### src/rtl/bpg_pkg.sv
package bpg_pkg;

  typedef enum logic [1:0] {
    CMD_LOAD_DEPTH   = 2'd0,
    CMD_LOAD_FEATURE = 2'd1,
    CMD_POINT        = 2'd2,
    CMD_EMPTY        = 2'd3
  } cmd_t;

  localparam int ScaleWidth = 32;
  localparam int SumWidth   = 32;
  localparam int ValueWidth = 16;
  localparam logic signed [ValueWidth-1:0] ValMax = 16'sd32767;
  localparam logic signed [ValueWidth-1:0] ValMin = -16'sd32768;

  // controller -> datapath
  typedef struct packed {
    logic read_stores;   // register the store-index range checks for an accepted transfer
    logic accumulate;    // add products of the registered store reads into sums
    logic mult;          // register sum * scale for the channel in emit_ch
    logic clear;         // zero the sums
  } dp_cmd_t;

endpackage

### src/rtl/bpg_ctrl.sv
module bpg_ctrl
  import bpg_pkg::*;
#(
  parameter int Channels  = 8,
  parameter int GridCells = 65536
) (
  input  logic        clk,
  input  logic        rst,
  input  logic        in_valid,
  output logic        in_stall,
  input  logic [1:0]  command,
  input  logic        last_point,
  input  logic [15:0] cell_index,
  output dp_cmd_t     cmd,
  output logic        wload,
  output logic        fload,
  output logic [2:0]  emit_ch,
  input  logic        out_stall,
  output logic        out_valid,
  output logic [15:0] out_cell,
  output logic [2:0]  out_channel,
  output logic        last_channel
);
  typedef enum logic [4:0] {
    S_IDLE = 5'b00001,
    S_ACC  = 5'b00010,
    S_MUL  = 5'b00100,
    S_OUT  = 5'b01000,
    S_CLR  = 5'b10000
  } state_t;

  state_t      state, state_next;
  logic        close_q, emit_q;
  logic [15:0] cell_q;
  logic        acc;
  logic        cell_ok;

  assign acc      = in_valid && !in_stall;
  assign in_stall = (state != S_IDLE);
  assign cell_ok  = 32'(cell_index) < GridCells;
  assign wload    = acc && (command == CMD_LOAD_DEPTH);
  assign fload    = acc && (command == CMD_LOAD_FEATURE);

  always_comb begin
    state_next = state;
    cmd = '0;
    cmd.read_stores = acc;
    case (state)
      S_IDLE: begin
        if (acc && command == CMD_POINT) begin
          state_next = S_ACC;
        end else if (acc && command == CMD_EMPTY) begin
          state_next = cell_ok ? S_MUL : S_CLR;
        end
      end
      S_ACC: begin
        cmd.accumulate = 1'b1;
        state_next = !close_q ? S_IDLE : (emit_q ? S_MUL : S_CLR);
      end
      S_MUL: begin
        cmd.mult = 1'b1;
        state_next = S_OUT;
      end
      S_OUT: begin
        if (!out_stall) begin
          state_next = (32'(emit_ch) == Channels - 1) ? S_CLR : S_MUL;
        end
      end
      S_CLR: begin
        cmd.clear = 1'b1;
        state_next = S_IDLE;
      end
      default: state_next = S_IDLE;
    endcase
    // zero the sums while in reset
    if (rst) begin
      cmd.clear = 1'b1;
    end
  end

  always_ff @(posedge clk) begin
    if (rst) begin
      state   <= S_IDLE;
      emit_ch <= '0;
    end else begin
      state <= state_next;
      if (state == S_IDLE) begin
        emit_ch <= '0;
      end else if (state == S_OUT && !out_stall) begin
        emit_ch <= emit_ch + 3'd1;
      end
    end
    if (acc) begin
      close_q <= last_point;
      emit_q  <= cell_ok;
      cell_q  <= cell_index;
    end
  end

  assign out_valid    = (state == S_OUT);
  assign out_cell     = cell_q;
  assign out_channel  = emit_ch;
  assign last_channel = (32'(emit_ch) == Channels - 1);
endmodule
### config.mk
export PLATFORM = sky130hd
export DESIGN_NAME = bpg_ctrl
export DESIGN_NICKNAME = d
export VERILOG_FILES = /design/src/rtl/bpg_pkg.sv /design/src/rtl/bpg_ctrl.sv
export SDC_FILE = /design/constraint.sdc
export NUM_CORES = 1
export LEC_CHECK = 0
export BUFFER_PORTS_ARGS = -buffer_cell sky130_fd_sc_hd__buf_2
export CORE_UTILIZATION = 43
export CTS_CLUSTER_DIAMETER = 80
export CTS_CLUSTER_SIZE = 28
export DETAILED_ROUTE_END_ITERATION = 10
export GPL_ROUTABILITY_DRIVEN = 1
export GPL_TIMING_DRIVEN = 0
export PLACE_DENSITY_LB_ADDON = 0.3
export SLEW_MARGIN = 15
export SYNTH_ARGS = -nofsm -noshare
export SYNTH_HDL_FRONTEND = slang
export SYNTH_SLANG_ARGS = --single-unit
### constraint.sdc
create_clock -name clk -period 2.5 [get_ports clk]
set_input_delay 0.375 -clock clk [delete_from_list [all_inputs] [get_ports clk]]
set_output_delay 0.375 -clock clk [all_outputs]
set_load 0.02 [all_outputs]
-- Yosys cells after proc, flatten, opt, wreduce, memory -nomap -nowiden
Cells that the tools add are included.
- register bits: 25
- input bits: 23
- output and inout bits: 31
- word-level logic and storage cells: 38
- add/sub/neg operators: 1
- eq/ne operators: 12
- multiplexer cells: 10
- reduce and logical (&&, ||, !) cells: 11
- operators by type and width (kind ; number):
    $mux W5 ; 4
    $pmux W5 S4 ; 1
    $logic_and A1 B1 Y1 ; 6
    $eq A5 B1 Y1 const B ; 1
    $eq A5 B2 Y1 const B ; 1
    $eq A5 B3 Y1 const B ; 1
    $eq A5 B4 Y1 const B ; 1
    $eq A5 B5 Y1 const B ; 1
    $ne A5 B1 Y1 const B ; 1
    $eq A2 B2 Y1 const B ; 2
    $mux W1 ; 4
    $add A3 B1 Y3 const B ; 1
    $eq A3 B3 Y1 const B ; 1
    $mux W3 ; 1
    $ne A3 B3 Y1 const B ; 1
    $eq A2 B1 Y1 const B ; 1
    $logic_not A1 Y1 ; 2
    $logic_not A2 Y1 ; 1
    $ne A2 B2 Y1 const B ; 1
    $reduce_and A2 Y1 ; 1
    $reduce_or A2 Y1 ; 1

-- Longest topological paths before layout
- word-level depth: 7
- mapped depth: 5
- depth with buffers taken out: 4

-- Worst setup path after synthesis
Ideal clock, no wire load.
- path type: flip-flop to output port
- start: register state[3]
- end: output cmd[3] (netlist name)
- arrival time: 1.602 ns
- data required time: 2.125 ns
- setup slack: 0.523 ns
- cell stages (with the launch flop): 6
- buffers on the path: 2
- cell sequence: dfxtp_1 -> clkbuf_1 -> nor4b_4 -> nand3_1 -> inv_1 -> buf_4
- longest elaborated chain between the ends: 3
- ends and longest elaborated chain (what ; line ; RTL):
    start: declaration ; bpg_ctrl.sv:32 ; state_t state, state_next;
    start signal: assignment ; bpg_ctrl.sv:86 ; state <= state_next;
    $ne A5 B1 Y1 ; bpg_ctrl.sv:39 ; assign in_stall = (state != S_IDLE);
    $logic_not A1 Y1 ; bpg_ctrl.sv:38 ; assign acc = in_valid && !in_stall;
    $logic_and A1 B1 Y1 ; bpg_ctrl.sv:38 ;
    end: declaration ; bpg_ctrl.sv:14 ; output dp_cmd_t cmd,
No other way between the ends.

-- Worst setup path after layout
- start: register state[3]
- end: output fload
- longest elaborated chain between the ends: 4
- ends and longest elaborated chain (what ; line ; RTL):
    $ne A5 B1 Y1 ; bpg_ctrl.sv:39 ;
    $logic_not A1 Y1 ; bpg_ctrl.sv:38 ;
    $logic_and A1 B1 Y1 ; bpg_ctrl.sv:38 ;
    $logic_and A1 B1 Y1 ; bpg_ctrl.sv:42 ; assign fload = acc && (command == CMD_LOAD_FEATURE);
    end: declaration ; bpg_ctrl.sv:16 ; output logic fload,
No other way between the ends.

==> impl_metrics.csv <==
group,metric,value,unit
status,status,"completed",
floorplanning,rows,17,
global_routing,grt_pass1_vias,736,
floorplanning,die_w,51.1,um
cells_and_area,antenna_cells,0,
sta,slew_headroom,66.3,%
critical_path,cp.arrival,1.90,ns
cells_and_area,fin_nets,161,
sta,period_share,91.0,%
routing,vias,820,
critical_path,end_kind,"output pin",
floorplanning,core-area,0.00223,mm^2
logic_synthesis,synth_area_per_cell,13.5,um^2
routing,ant_nets,0,
critical_path,worstSetupPathType,"flop to output pin",
logic_synthesis,synth.mux.area_fraction,0,%
logic_synthesis,syn_inst,77,
clock_network,numCtsBuffers,3,
placed_design,io_buffers,53,
floorplanning,die_h,51.1,um
power_and_ir_drop,ir_worst_vdd,0.519,mV
cells_and_area,layout-drive-gt1-share,48.9,%
critical_path,critPathRequiredTime,2.12,ns
run,maxCapViolCount,0,
sta,period_needed,2.28,ns
clock_network,cts.clk_slew.worst_paths,0.13,ns
logic_synthesis,synth_top_family_by_area,"simple AND/OR/NAND/NOR gates",
floorplanning,dieArea,0.00261,mm^2
sta,fmaxAchievable,439,MHz
worst_hold_path,hold_class,"input port to flop",
logic_synthesis,syn-cell-area,0.00104,mm^2
cells_and_area,fill_cells,201,
logic_synthesis,syn_nets,102,
sta,rsz0062_at_grt,"no",
sta,worst_pin_slew,0.502,ns
logic_synthesis,synth-adder-area-share,2.42,%
clock_network,cts_max_level,1,
routing,drt-total-wl,2000,um
sta,setup_violations,0,
cells_and_area,area_growth,32.7,%
sta,setup_ws,0.224,ns
sta,hold_viol,0,
clock_network,clk_path_buf_depth,2,
routing,routed_via_density,5.03,
power_and_ir_drop,leakage,0.621,nW
global_routing,grt_pass1_wl,3250,um
sta,drv_slew,0,
global_routing,grt_antenna_before_repair,0,
logic_synthesis,yosysWarnings,0,
logic_synthesis,ys_ff_latch,25,
power_and_ir_drop,power.density,694,mW/mm^2
clock_network,cts_tree,"done",
cells_and_area,layout_commonest_cell,"buf_2",
placed_design,gp_congestion,0.802,
logic_synthesis,synth_xor_xnor_area_share,0.845,%
placed_design,dp_hpwl,1500,um
routing,drc,0,
clock_network,insertion_delay,0.31,ns
critical_path,crit_fanout,10,
logic_synthesis,synth_compound_area_share,8.45,%
logic_synthesis,yosys.area_share.simple,17.6,%
global_routing,grt_max_degree,18,
cells_and_area,mostFrequentLayoutCells,"54 x buf_2, 17 x edfxtp_1, 8 x dfxtp_1",
global_routing,overflow,0,
logic_synthesis,yosysSeqAreaShare,64.7,%
sta,finalClockSkew,0.00101,ns
clock_network,cts_sinks,25,
routing,wl_per_cell,12.2,um
floorplanning,io_pins,54,
sta,setup_tns,0,ns
logic_synthesis,ys_types,28,
logic_synthesis,synth_edf_count,17,
critical_path,start_kind,"flop",
logic_synthesis,postSynth.asyncResetShare,0,%
floorplanning,initial_utilization,46.4,%
global_routing,track_usage,17.5,%
placed_design,place_ws,0.139,ns
routing,first_pass_iters,4,
routing,first_iter_violations,19,
clock_network,clockRootBuffer,"clkbuf_4",
logic_synthesis,synth_ff_type,"edfxtp_1",
-- cells by family after synthesis --
kind of cell / Yosys count
compound gates: 13
flops: 25
xor+xnor: 1
simple gates: 26
buf+inv: 10
fa+ha+maj: 2
-- worst paths after layout --
kind	start	endpoint	slack, ns	cells after the start
max	state[3]	fload	0.22	5
max reg2reg	state[3]	out_cell[15]	0.62	5
min	cell_index[5]	out_cell[5]	0.23	1
min reg2reg	emit_ch[2]	emit_ch[2]	0.53	2
-- per-stage QoR --
step	hold WS (ns)	cells	util (%)	instance area, um^2	total power (W)
finish	0.227	163	61.6	1380	0.000955
global route	0.202	163	61.6	1380	0.00101
CTS	0.219	163	61.6	1380	0.000964
detailed placement	0.503	158	59.8	1340	0.000782
global placement	0.493	158	59.8	1340	0.000773
floorplan	0.452	77	-	1040	0.000698
-- registers in the layout (all words and copies together) (netlist names) --
register  cells
close_q       1
state         5
out_cell     16
emit_ch       3
-- power by group --
| group | total [W] | switching, W | internal (W) |
|---|---|---|---|
| Combinational | 0.000260 | 0.000160 | 0.000100 |
| Sequential | 0.000519 | 0.0000197 | 0.000499 |
| Clock | 0.000175 | 0.000116 | 0.0000598 |
| Total | 0.000955 | 0.000296 | 0.000659 |
-- metal layers --
layer | global-route usage, % | up-vias | share of wire [%]
li1 | - | 409 | -
met1 | 21.4 | 375 | 43
met2 | 27.6 | 32 | 49
met3 | 4.17 | 4 | 5.9
met4 | 10.6 | 0 | 2.2
met5 | 0 | - | 0
-- layout make-up --
type | count | area [um^2] | area share [%]
Inverter | 3 | 15.0 | 1.09
Clock inverter | 1 | 5.00 | 0.364
Clock buffer | 3 | 22.5 | 1.64
Tap cell | 28 | 35.0 | 2.55
Buffer | 7 | 50.0 | 3.64
Timing Repair Buffer | 54 | 273 | 19.8
Sequential cell | 25 | 671 | 48.8
Multi-Input combinational cell | 42 | 304 | 22.1
-- worst max-delay path: stages, from the launching register on --
cell and delay (ns):
dfxtp_1 0.33, clkbuf_1 0.22, nor4b_4 0.40, nand3_1 0.24, nor3b_1 0.22, buf_2 0.19
-- synth_stat cells, types with 3 or more instances --
cell type	number	area, um^2
nand3_1	3	15.0
a21oi_1	3	15.0
o21ai_0	3	15.0
nand2_1	3	11.3
inv_1	3	11.3
nor3b_1	4	30.0
dfxtp_1	8	160
buf_4	4	30.0
nor4b_1	3	26.3
or3_1	3	18.8
nor3_1	4	20.0
edfxtp_1	17	510
-- timing repair --
item	4_1_cts	5_1_grt
setup buffers	1	0
hold buffers	0	0
endpoints found under the hold margin	0	0
gates resized for setup	1	0
setup endpoints to repair	1	0
Note: power is estimated with default switching activity, not from simulation.
